### config.mk
export PLATFORM = sky130hd
export DESIGN_NAME = meter_frame_delimiter_core
export DESIGN_NICKNAME = d
export VERILOG_FILES = /design/src/rtl/mfd_pkg.sv /design/src/rtl/meter_frame_delimiter_core.sv /design/src/rtl/mfd_ctrl.sv /design/src/rtl/mfd_datapath.sv
export SDC_FILE = /design/constraint.sdc
export NUM_CORES = 1
export LEC_CHECK = 0
export ABC_AREA = 1
export BUFFER_PORTS_ARGS = -buffer_cell sky130_fd_sc_hd__buf_2
export CORE_UTILIZATION = 25
export CTS_CLUSTER_SIZE = 16
export DETAILED_ROUTE_END_ITERATION = 8
export GPL_ROUTABILITY_DRIVEN = 0
export GPL_TIMING_DRIVEN = 0
export PLACE_DENSITY = 0.47
export REMOVE_ABC_BUFFERS = 1
export SETUP_SLACK_MARGIN = 0.2
export SYNTH_ARGS = -nofsm -noshare
export SYNTH_HDL_FRONTEND = slang
export SYNTH_SLANG_ARGS = --single-unit
### constraint.sdc
create_clock -name i_clk -period 6.39 [get_ports i_clk]
set_input_delay 0.639 -clock i_clk [delete_from_list [all_inputs] [get_ports i_clk]]
set_output_delay 0.639 -clock i_clk [all_outputs]
set_load 0.05 [all_outputs]
### src/rtl/mfd_pkg.sv
package mfd_pkg;

    localparam int RX_BUFFER_BYTES = 64;
    localparam int TX_BUFFER_BYTES = 64;

    localparam int RX_AW = $clog2(RX_BUFFER_BYTES);
    localparam int RX_CW = $clog2(RX_BUFFER_BYTES + 1);
    localparam int TX_AW = $clog2(TX_BUFFER_BYTES);
    localparam int TX_CW = $clog2(TX_BUFFER_BYTES + 1);
    localparam int CNT_W = (RX_CW > TX_CW) ? RX_CW : TX_CW;

    localparam int LEN_W  = 7;
    localparam int KIND_W = 2;

    localparam logic [1:0] OP_RX  = 2'd0;
    localparam logic [1:0] OP_TX  = 2'd1;
    localparam logic [1:0] OP_CLR = 2'd2;

    localparam logic [KIND_W-1:0] KIND_ETX  = 2'd0;
    localparam logic [KIND_W-1:0] KIND_STX  = 2'd1;
    localparam logic [KIND_W-1:0] KIND_CRLF = 2'd2;

    localparam logic [7:0] BYTE_SOH = 8'h01;
    localparam logic [7:0] BYTE_STX = 8'h02;
    localparam logic [7:0] BYTE_ETX = 8'h03;
    localparam logic [7:0] BYTE_CR  = 8'h0D;
    localparam logic [7:0] BYTE_LF  = 8'h0A;

    typedef enum logic [1:0] {
        S_IDLE,
        S_CMP,
        S_EMIT
    } t_state;

    typedef enum logic [1:0] {
        DEC_NONE,
        DEC_EMIT,
        DEC_CMP
    } t_dec;

    typedef struct packed {
        logic take;
        logic cmp_run;
        logic clear_sent;
        logic out_load;
    } t_ctl_cmd;

    typedef struct packed {
        t_dec dec;
        logic cmp_done;
        logic mismatch;
        logic out_free;
    } t_dp_status;

endpackage

### src/rtl/meter_frame_delimiter_core.sv
// A frame end goes into the result registers at the accepting edge, then via S_EMIT
// into the output register once that is free; a stalled output holds it in S_EMIT.
// A CR LF line as long as the last transmitted frame first walks both byte stores
// (up to 64 bytes); a mismatch gives a result, a match clears the sent count instead.
// Throughput: one item per cycle with no result or walk due, else the input stalls.
// Reset (synchronous, active low) empties both stores and clears the flags.
module meter_frame_delimiter_core (
    input  logic                        i_clk,
    input  logic                        i_rst_n,
    input  logic                        i_cfg_we,
    input  logic                        i_cfg_data,
    input  logic                        i_valid,
    output logic                        o_stall,
    input  logic [1:0]                  i_operation,
    input  logic [7:0]                  i_data_byte,
    input  logic                        i_new_frame,
    output logic                        o_valid,
    input  logic                        i_stall,
    output logic [mfd_pkg::KIND_W-1:0]  o_end_kind,
    output logic [mfd_pkg::LEN_W-1:0]   o_frame_length,
    output logic [7:0]                  o_check_byte
);
    import mfd_pkg::*;

    t_ctl_cmd   cmd;
    t_dp_status status;

    mfd_ctrl u_ctrl (
        .i_clk    (i_clk),
        .i_rst_n  (i_rst_n),
        .i_valid  (i_valid),
        .o_stall  (o_stall),
        .i_status (status),
        .o_cmd    (cmd)
    );

    mfd_datapath u_datapath (
        .i_clk          (i_clk),
        .i_rst_n        (i_rst_n),
        .i_cfg_we       (i_cfg_we),
        .i_cfg_data     (i_cfg_data),
        .i_operation    (i_operation),
        .i_data_byte    (i_data_byte),
        .i_new_frame    (i_new_frame),
        .i_cmd          (cmd),
        .o_status       (status),
        .i_stall        (i_stall),
        .o_valid        (o_valid),
        .o_end_kind     (o_end_kind),
        .o_frame_length (o_frame_length),
        .o_check_byte   (o_check_byte)
    );

endmodule

### src/rtl/mfd_ctrl.sv
module mfd_ctrl (
    input  logic                i_clk,
    input  logic                i_rst_n,
    input  logic                i_valid,
    output logic                o_stall,
    input  mfd_pkg::t_dp_status i_status,
    output mfd_pkg::t_ctl_cmd   o_cmd
);
    import mfd_pkg::*;

    t_state r_state;
    t_state n_state;

    always_ff @(posedge i_clk) begin
        if (!i_rst_n) begin
            r_state <= S_IDLE;
        end else begin
            r_state <= n_state;
        end
    end

    always_comb begin
        n_state = r_state;
        case (r_state)
            S_IDLE: begin
                if (i_valid) begin
                    case (i_status.dec)
                        DEC_EMIT: n_state = S_EMIT;
                        DEC_CMP:  n_state = S_CMP;
                        default:  n_state = S_IDLE;
                    endcase
                end
            end
            S_CMP: begin
                if (i_status.cmp_done) begin
                    n_state = i_status.mismatch ? S_EMIT : S_IDLE;
                end
            end
            S_EMIT: begin
                // hold the result until the output register can take it
                if (i_status.out_free) begin
                    n_state = S_IDLE;
                end
            end
            default: n_state = S_IDLE;
        endcase
    end

    always_comb begin
        o_stall          = 1'b1;
        o_cmd.take       = 1'b0;
        o_cmd.cmp_run    = 1'b0;
        o_cmd.clear_sent = 1'b0;
        o_cmd.out_load   = 1'b0;
        case (r_state)
            S_IDLE: begin
                o_stall    = 1'b0;
                o_cmd.take = i_valid;
            end
            S_CMP: begin
                o_cmd.cmp_run    = 1'b1;
                o_cmd.clear_sent = i_status.cmp_done & ~i_status.mismatch;
            end
            S_EMIT: begin
                o_cmd.out_load = i_status.out_free;
            end
            default: o_stall = 1'b1;
        endcase
    end

endmodule

### src/rtl/mfd_datapath.sv
module mfd_datapath (
    input  logic                        i_clk,
    input  logic                        i_rst_n,
    input  logic                        i_cfg_we,
    input  logic                        i_cfg_data,
    input  logic [1:0]                  i_operation,
    input  logic [7:0]                  i_data_byte,
    input  logic                        i_new_frame,
    input  mfd_pkg::t_ctl_cmd           i_cmd,
    output mfd_pkg::t_dp_status         o_status,
    input  logic                        i_stall,
    output logic                        o_valid,
    output logic [mfd_pkg::KIND_W-1:0]  o_end_kind,
    output logic [mfd_pkg::LEN_W-1:0]   o_frame_length,
    output logic [7:0]                  o_check_byte
);
    import mfd_pkg::*;

    function automatic logic [RX_AW-1:0] rx_inc(input logic [RX_AW-1:0] p);
        return (p == RX_AW'(RX_BUFFER_BYTES - 1)) ? '0 : p + 1'b1;
    endfunction

    logic [7:0] rx_mem [RX_BUFFER_BYTES];
    logic [7:0] tx_mem [TX_BUFFER_BYTES];

    logic             r_readout_mode;
    logic [RX_CW-1:0] r_rx_count;
    logic [RX_AW-1:0] r_head;
    logic [RX_AW-1:0] r_wr;
    logic             r_start_seen;
    logic             r_text_seen;
    logic [TX_CW-1:0] r_sent_count;
    logic [7:0]       r_last;

    logic [CNT_W-1:0] r_cmp_idx;
    logic [RX_CW-1:0] r_cmp_len;
    logic [RX_AW-1:0] r_rx_addr;
    logic             r_rd_valid;
    logic             r_mismatch;
    logic [7:0]       r_rx_rd;
    logic [7:0]       r_tx_rd;

    logic [KIND_W-1:0] r_res_kind;
    logic [LEN_W-1:0]  r_res_len;
    logic [7:0]        r_res_chk;
    logic              r_out_valid;
    logic [KIND_W-1:0] r_out_kind;
    logic [LEN_W-1:0]  r_out_len;
    logic [7:0]        r_out_chk;

    logic             rx_full;
    logic [RX_CW-1:0] n_len;
    logic [RX_AW-1:0] wr_next;
    logic [RX_AW-1:0] head_next;
    logic             is_rx;
    logic             soh_hit;
    logic             etx_hit;
    logic             stx_emit;
    logic             crlf_hit;
    logic             echo_cand;
    t_dec             dec;
    logic [KIND_W-1:0] dec_kind;
    logic [7:0]        dec_chk;
    logic [TX_CW-1:0]  tx_idx;
    logic              tx_write;
    logic              out_free;

    assign rx_full   = (r_rx_count == RX_CW'(RX_BUFFER_BYTES));
    assign n_len     = rx_full ? r_rx_count : r_rx_count + 1'b1;
    assign wr_next   = rx_inc(r_wr);
    assign head_next = rx_full ? rx_inc(r_head) : r_head;
    assign is_rx     = (i_operation == OP_RX);

    // test order: SOH, byte after ETX, STX, CR LF
    assign soh_hit  = (i_data_byte == BYTE_SOH);
    assign etx_hit  = !soh_hit && (r_rx_count != '0) && (r_last == BYTE_ETX);
    assign stx_emit = !soh_hit && !etx_hit && (i_data_byte == BYTE_STX) &&
                      !r_start_seen && (r_rx_count != '0);
    assign crlf_hit = !soh_hit && !etx_hit && (i_data_byte == BYTE_LF) &&
                      (!r_text_seen || r_readout_mode) &&
                      (r_rx_count != '0) && (r_last == BYTE_CR);
    assign echo_cand = (CNT_W'(n_len) == CNT_W'(r_sent_count));

    always_comb begin
        dec      = DEC_NONE;
        dec_kind = KIND_CRLF;
        dec_chk  = 8'h00;
        if (is_rx) begin
            if (etx_hit) begin
                dec      = DEC_EMIT;
                dec_kind = KIND_ETX;
                dec_chk  = i_data_byte;
            end else if (stx_emit) begin
                dec      = DEC_EMIT;
                dec_kind = KIND_STX;
            end else if (crlf_hit) begin
                dec = echo_cand ? DEC_CMP : DEC_EMIT;
            end
        end
    end

    assign tx_idx   = i_new_frame ? '0 : r_sent_count;
    assign tx_write = i_cmd.take && (i_operation == OP_TX) &&
                      (tx_idx < TX_CW'(TX_BUFFER_BYTES));
    assign out_free = !r_out_valid || !i_stall;

    always_ff @(posedge i_clk) begin
        if (!i_rst_n) begin
            r_readout_mode <= 1'b0;
            r_rx_count     <= '0;
            r_head         <= '0;
            r_wr           <= '0;
            r_start_seen   <= 1'b0;
            r_text_seen    <= 1'b0;
            r_sent_count   <= '0;
            r_cmp_idx      <= '0;
            r_cmp_len      <= '0;
            r_rx_addr      <= '0;
            r_rd_valid     <= 1'b0;
            r_mismatch     <= 1'b0;
            r_out_valid    <= 1'b0;
        end else begin
            if (i_cfg_we) begin
                r_readout_mode <= i_cfg_data;
            end

            if (i_cmd.take) begin
                case (i_operation)
                    OP_RX: begin
                        r_wr <= wr_next;
                        if (soh_hit || dec != DEC_NONE) begin
                            r_rx_count <= '0;
                            r_head     <= wr_next;
                        end else begin
                            r_head <= head_next;
                            if (!rx_full) begin
                                r_rx_count <= r_rx_count + 1'b1;
                            end
                        end
                        if (soh_hit) begin
                            r_start_seen <= 1'b1;
                            r_text_seen  <= 1'b0;
                        end else if (etx_hit) begin
                            r_start_seen <= 1'b0;
                            r_text_seen  <= 1'b0;
                        end else if (i_data_byte == BYTE_STX) begin
                            if (r_start_seen) begin
                                r_start_seen <= 1'b0;
                                r_text_seen  <= 1'b1;
                            end else if (r_rx_count == '0) begin
                                r_text_seen <= 1'b1;
                            end
                        end
                        // echo walk starts at the oldest byte of the line
                        r_cmp_idx  <= '0;
                        r_cmp_len  <= n_len;
                        r_rx_addr  <= head_next;
                        r_rd_valid <= 1'b0;
                        r_mismatch <= 1'b0;
                    end
                    OP_TX: begin
                        if (tx_write) begin
                            r_sent_count <= tx_idx + 1'b1;
                        end
                    end
                    OP_CLR: begin
                        r_rx_count <= '0;
                        r_head     <= r_wr;
                    end
                    default: begin
                    end
                endcase
            end

            if (i_cmd.cmp_run) begin
                if (r_cmp_idx != CNT_W'(r_cmp_len)) begin
                    r_cmp_idx  <= r_cmp_idx + 1'b1;
                    r_rx_addr  <= rx_inc(r_rx_addr);
                    r_rd_valid <= 1'b1;
                end else begin
                    r_rd_valid <= 1'b0;
                end
                if (r_rd_valid && (r_rx_rd != r_tx_rd)) begin
                    r_mismatch <= 1'b1;
                end
            end

            if (i_cmd.clear_sent) begin
                r_sent_count <= '0;
            end

            if (i_cmd.out_load) begin
                r_out_valid <= 1'b1;
            end else if (!i_stall) begin
                r_out_valid <= 1'b0;
            end
        end
    end

    always_ff @(posedge i_clk) begin
        if (i_cmd.take && is_rx) begin
            rx_mem[r_wr] <= i_data_byte;
            r_last       <= i_data_byte;
        end
        if (tx_write) begin
            tx_mem[tx_idx[TX_AW-1:0]] <= i_data_byte;
        end
        r_rx_rd <= rx_mem[r_rx_addr];
        r_tx_rd <= tx_mem[r_cmp_idx[TX_AW-1:0]];

        if (i_cmd.take && is_rx) begin
            r_res_kind <= dec_kind;
            r_res_len  <= LEN_W'(n_len);
            r_res_chk  <= dec_chk;
        end
        if (i_cmd.out_load) begin
            r_out_kind <= r_res_kind;
            r_out_len  <= r_res_len;
            r_out_chk  <= r_res_chk;
        end
    end

    assign o_status.dec      = dec;
    assign o_status.cmp_done = (r_cmp_idx == CNT_W'(r_cmp_len)) && !r_rd_valid;
    assign o_status.mismatch = r_mismatch;
    assign o_status.out_free = out_free;

    assign o_valid        = r_out_valid;
    assign o_end_kind     = r_out_kind;
    assign o_frame_length = r_out_len;
    assign o_check_byte   = r_out_chk;

endmodule
## Word-level counts from Yosys, hierarchy flattened

Memory sizes are Yosys's and may differ from the RTL's. A register that Yosys moved wholly into a read port is not among the register bits.
Index checks and enable logic that the tools add are counted.

| storage, ports and cells | value |
|---|---|
| bits in registers | 96 |
| bits in writable memories | 1,024 |
| input bits | 17 |
| output and inout bits | 19 |
| word-level logic and storage cells | 160 |
| memories | 2 |

Memories:

| name | words | bits a word | rd ports | clocked after memory_dff | write ports | line | text |
|---|---|---|---|---|---|---|---|
| u_datapath.rx_mem | 64 | 8 | 1 | 1 | 1 | mfd_datapath.sv:23 | `logic [7:0] rx_mem [RX_BUFFER_BYTES];` |
| u_datapath.tx_mem | 64 | 8 | 1 | 1 | 1 | mfd_datapath.sv:24 | `logic [7:0] tx_mem [TX_BUFFER_BYTES];` |

| cells by class | value |
|---|---|
| $add $sub $neg | 6 |
| $lt $le $gt $ge | 1 |
| equal/unequal tests | 23 |
| muxes and demuxes | 57 |
| bitwise logic cells | 4 |
| reduce and logical (&&, ||, !) cells | 45 |

Operators by type and width:

| kind | number |
|---|---|
| 6-bit two-way mux | 9 |
| 7-bit two-way mux | 7 |
| 1-bit two-way mux | 25 |
| 2-bit two-way mux | 12 |
| 7-bit by 1-bit adder with 7-bit output (second input constant) | 3 |
| 6-bit by 1-bit adder with 6-bit output (second input constant) | 3 |
| 6-bit equality test (second input constant) | 3 |
| 8-bit by 2-bit equality test with 1-bit output (second input constant) | 2 |
| 8-bit by 4-bit equality test with 1-bit output (second input constant) | 2 |
| 1-bit logical AND | 15 |
| 7-bit equality test | 2 |
| 7-bit case mux with 2 select lines | 1 |
| 6-bit case mux with 2 select lines | 1 |
| 3-bit AND reduction | 3 |
| 8-bit by 1-bit equality test with 1-bit output (second input constant) | 1 |
| 8-bit inequality test | 1 |
| 2-bit AND reduction | 4 |
| 2-bit nonzero test | 4 |
| 7-bit equality test (second input constant) | 1 |
| 1-bit logical NOT | 7 |
| 7-bit logical NOT | 1 |
| 7-bit < comparator (second input constant) | 1 |
| 7-bit inequality test | 1 |
| 7-bit nonzero test | 1 |
| other kinds (14) | 26 |

## Longest topological paths before layout

| logic depth | value |
|---|---|
| word-level depth | 18 |
| gate-level depth with buffers | 18 |

## Cells and area by module

A second synthesis with hierarchy kept.

| unflattened totals | value |
|---|---|
| cells, all modules | 3,678 |
| area, all modules | 45,499.9 µm² |

By module, submodules not included:

| module | instances | cells an instance | area an instance (µm²) | seq. area each (µm²) |
|---|---|---|---|---|
| mfd_datapath | 1 | 3,647 | 45,332.2 | 33,372.0 |
| mfd_ctrl | 1 | 31 | 167.7 | 40.0 |

## Worst setup path before layout

OpenSTA, ideal clock, no wires.

| timing path | value |
|---|---|
| path type | input -> register |
| start point | input i_operation[1] |
| end point | memory u_datapath.rx_mem[31][0], enable pin |
| library setup time | 383 ps |
| arrival time | 2,336 ps |
| data required time | 6,007 ps |
| path slack | 3,670 ps |
| stages | 8 |
| buffers on the path | 3 |
| cells stage by stage | buf_2 inv_2 nand2_1 nor2_1 inv_1 clkbuf_1 buf_1 nor3_1 |

| between the ends | value |
|---|---|
| longest elaborated chain between the ends | 4 |

Ends and longest elaborated chain:

| what | line | text |
|---|---|---|
| start: declaration | meter_frame_delimiter_core.sv:14 | `input logic [1:0] i_operation,` |
| 2-bit logical NOT | mfd_datapath.sv:72 | `assign is_rx = (i_operation == OP_RX);` |
| 1-bit logical AND | mfd_datapath.sv:201 | `if (i_cmd.take && is_rx) begin` |
| 1-bit two-way mux | mfd_datapath.sv:201 |  |
| 1-bit two-way mux (not written as such) | mfd_datapath.sv:202 | `rx_mem[r_wr] <= i_data_byte;` |
| end: declaration | mfd_datapath.sv:23 |  |

Every way passes these cells.

==> parameters.txt <==
Parameter                              Value

Logic synthesis
  Main synth FF type ... sky130_fd_sc_hd__edfxtp_1
  Average cell area after synthesis ... 12.5 sq um
  Warnings, synthesis ... 0
  Flops & latches, synth ... 1136
  Synth top area cells ... sky130_fd_sc_hd__edfxtp_1, sky130_fd_sc_hd__o21ai_0, sky130_fd_sc_hd__nor2_1
  Post-synth cell types ... 47
  Top cell type's share of synthesized area ... 70.5%
  Synth Cell Area ... 0.0454 sq mm
  Cell accounting for the most synthesized area ... sky130_fd_sc_hd__edfxtp_1
  Number of synthesized flops with an enable pin ... 1066
  Count of mapped cells out of synthesis ... 3639
  Share of synthesized area occupied by flip-flops and latches ... 73.6%
  Asr flop ratio synth ... 0%

Timing
  Worst rel slew slack ... 11.2%
  Final number of max-transition violations ... 0
  Largest clock skew in the final design ... 0.0282 ns
  Post-layout min period ... 3.84 ns
  Final clock period utilization by the worst path ... 60.1%
  Final Hold Fails ... 0
  Unrepaired setup endpoints after global routing ... false
  Setup Viol. Count Final ... 0
  Slew at the pin closest to its max-slew limit ... 1.32 ns
  Top achievable clock speed ... 260 MHz

Placement
  DP Wirelength ... 72500 um
  Number of port buffers ... 35
  Cell area after placement ... 0.0484 sq mm
  Cell Count Post-Placement ... 5833

Critical path
  Crit path max-delay family ... compound AO/OA/AOI/OAI gates
  Cell chain of the critical path ... buf_16 -> buf_16 -> inv_8 -> buf_16 -> o21ai_0 -> o221ai_1 -> o211ai_1 -> nand3_1 -> o21ai_0 -> a21oi_1
  Count of buffering cells on the critical path with inverters included ... 4
  CP startpoint kind ... register
  Cell with the most instances on the worst path ... sky130_fd_sc_hd__buf_16
  Worst R2R Path Depth ... 10
  Crit path largest cell delay ... 0.57 ns
  Data required time at the worst endpoint ... 6.93 ns
  Worst reg-to-reg setup slack ... 2.55 ns
  Crit path from ... u_datapath.r_cmp_idx[0]
  CP Capture Type ... register
  Crit-path slowest cell ... sky130_fd_sc_hd__dfxtp_4
  Path type of the worst setup path ... register to register
  Worst r2r src ... u_datapath.r_cmp_idx[0]
  Worst setup endpoint ... u_datapath.r_tx_rd[6]
  Logic depth of the worst setup path including buffers ... 10
  Highest fanout seen on the critical path ... 154
  Worst EP arrival ... 4.38 ns
  R2R Path End ... u_datapath.r_tx_rd[6]

Clock network
  CTS H-tree depth ... 3
  Clk Latency, worst-skew pair ... 0.72 ns
  Post-CTS setup buffer count ... 0
  Hold-fix buffers at CTS ... 0
  Cell at the root of the clock tree ... sky130_fd_sc_hd__clkbuf_16
  Number of clock buffers inserted by TritonCTS ... 107
  Clock buffer depth ... 3
  TritonCTS clock tree ... yes
  TritonCTS Sinks ... 1136
  Number of instances resized during post-cts repair ... 0
  Clock-pin slew of the registers on the worst-case setup and hold paths ... 0.06 ns

Global routing
  Initial antenna violation count ... 6
  Largest net degree at the start of global routing ... 155
  First-pass GRT wire length ... 185000 um
  Number of global-route vias before repair ... 27300
  Overall global routing resource usage ... 13.3%
  GRT overflow ... 0

Power
  Reported leakage power ... 16.3 nW
  Largest voltage drop on the vdd net ... 0.000218 V
  Total power ... 15.2 mW
  Power density cells ... 293 mW/mm^2

Routing
  Via/cell ratio ... 4.71
  Via count ... 28400
  Final routed wire length divided by cell count ... 20.9 um
  Drt drc ... 0
  Routed metal-1 wirelength ... 56500 um
  Number of routed nets with antenna violations ... 0
  Total Routed Length ... 126000 um
  Detailed route wirelength on metal2 ... 60700 um
  Met3 wirelength from detailed routing ... 5400 um
  Count of routing violations after the opening detailed-route iteration ... 2257
  Highest metal layer with signal wires ... met5
  Iteration count of the initial detailed-routing pass ... 5

Floorplanning
  Number of placement rows ... 156
  Count of pins on the block boundary ... 36
  Starting utilization of the core area ... 25.1%
  Die Y ... 428 um
  Area of the core region ... 0.181 sq mm
  Total die area ... 0.183 sq mm
  Die outline width ... 428 um

Final layout
  Most frequent cells in the layout ... sky130_fd_sc_hd__edfxtp_1, sky130_fd_sc_hd__nor2_1, sky130_fd_sc_hd__o21ai_0
  Area Overhead vs Synth ... 14.6%
  Fillcell total ... 18300
  Final cell count without fillers ... 6033
  Post-route standard cell area excluding fillers ... 0.0520 sq mm
  Share of cells above drive strength 1 ... 8.11%
  Net count, final ... 3597
  Commonest non-fill, non-tap cell in the layout ... sky130_fd_sc_hd__edfxtp_1

Min path
  Kind of path behind the tightest hold check ... input pin to register

Status
  Outcome ... finished, final reports clean

Job
  Max cap viols ... 0
## synth_stat cells (7+ instances only)
master / instances
sky130_fd_sc_hd__o22ai_1: 216
sky130_fd_sc_hd__ha_1: 7
sky130_fd_sc_hd__nor3_1: 28
sky130_fd_sc_hd__nor2_1: 767
sky130_fd_sc_hd__dfxtp_1: 70
sky130_fd_sc_hd__inv_1: 84
sky130_fd_sc_hd__a21oi_1: 62
sky130_fd_sc_hd__edfxtp_1: 1066
sky130_fd_sc_hd__nand2_1: 184
sky130_fd_sc_hd__inv_2: 7
sky130_fd_sc_hd__nand4_1: 24
sky130_fd_sc_hd__o21ai_0: 599
sky130_fd_sc_hd__o221ai_1: 68
sky130_fd_sc_hd__buf_2: 44
sky130_fd_sc_hd__clkbuf_1: 188
sky130_fd_sc_hd__xnor2_1: 8
sky130_fd_sc_hd__a21oi_2: 7
sky130_fd_sc_hd__o211ai_1: 27
sky130_fd_sc_hd__nand2_2: 11
sky130_fd_sc_hd__nand3_1: 92
sky130_fd_sc_hd__xor2_1: 11
## stage by stage
stage / utilization, % / TNS, ns / hold WS [ns] / worst slack, ns
after floorplan: - / -96.09 / 0.400 / -4.01
after global placement: 26.3 / -940.91 / 0.404 / -16.57
after detailed placement: 26.8 / 0 / 0.405 / 2.40
after CTS: 28.8 / 0 / 0.0675 / 2.51
after global routing: 28.8 / 0 / 0.118 / 2.34
final: 28.8 / 0 / 0.118 / 2.55
## area by class of cell
type                            count  area, sq um  share of cell area [%]
Clock buffer                      139         2910                    5.60
Tap cell                         2370         2970                    5.70
Antenna cell                        2         5.00                 0.00962
Inverter                           94          379                   0.729
Clock inverter                     58          701                    1.35
Sequential cell                  1136        33400                    64.3
Timing Repair Buffer               63          903                    1.74
Multi-Input combinational cell   2171        10700                    20.6
## flip-flops by register name, summed over array words and instances (netlist names), 8 cells and up
| signal | cells |
|---|---|
| u_datapath.r_last | 8 |
| u_datapath.rx_mem | 512 |
| u_datapath.o_check_byte | 8 |
| u_datapath.r_rx_rd | 8 |
| u_datapath.r_res_chk | 8 |
| u_datapath.tx_mem | 512 |
| u_datapath.r_tx_rd | 8 |
## worst min-delay path by stage
| stage | startpoint | endpoint | slack [ns] | depth (start not counted) |
|---|---|---|---|---|
| after floorplan | u_datapath.r_res_chk[0] | u_datapath.o_check_byte[0] | 0.40 | 0 |
| after global placement | u_datapath.r_res_chk[7] | u_datapath.o_check_byte[7] | 0.40 | 0 |
| after detailed placement | u_datapath.r_res_chk[2] | u_datapath.o_check_byte[2] | 0.40 | 0 |
| after CTS | i_cfg_we | u_datapath.r_readout_mode | 0.07 | 2 |
| after global routing | i_cfg_we | u_datapath.r_readout_mode | 0.12 | 2 |
| final | i_cfg_we | u_datapath.r_readout_mode | 0.12 | 2 |
## routing by layer
layer,vias to the layer above,global-route usage [%]
li1,13300,-
met4,2,4.77
met2,688,22.2
met3,174,1.51
met1,14200,18.0
met5,-,0
## power breakdown
| group | leakage (nW) | switching (mW) | internal (mW) | total (mW) |
|---|---|---|---|---|
| clock network | 1.77 | 2.80 | 3.82 | 6.62 |
| registers | 10.2 | 0.0318 | 8.15 | 8.18 |
| logic | 4.34 | 0.324 | 0.102 | 0.426 |
| total | 16.3 | 3.15 | 12.1 | 15.2 |
## cells by family (layout without fill, tap and decap cells)
| logic type | count (synthesis) | in the layout | synth area share, % |
|---|---|---|---|
| compound gates | 1012 | 1012 | 12.7 |
| xor+xnor | 19 | 19 | 0.367 |
| fa+ha+maj | 7 | 7 | 0.193 |
| buf+inv | 332 | 354 | 2.92 |
| flops | 1136 | 1136 | 73.6 |
| other cells | 0 | 2 | 0 |
| simple gates | 1133 | 1133 | 10.2 |
Note: power is estimated with default switching activity, not from simulation.
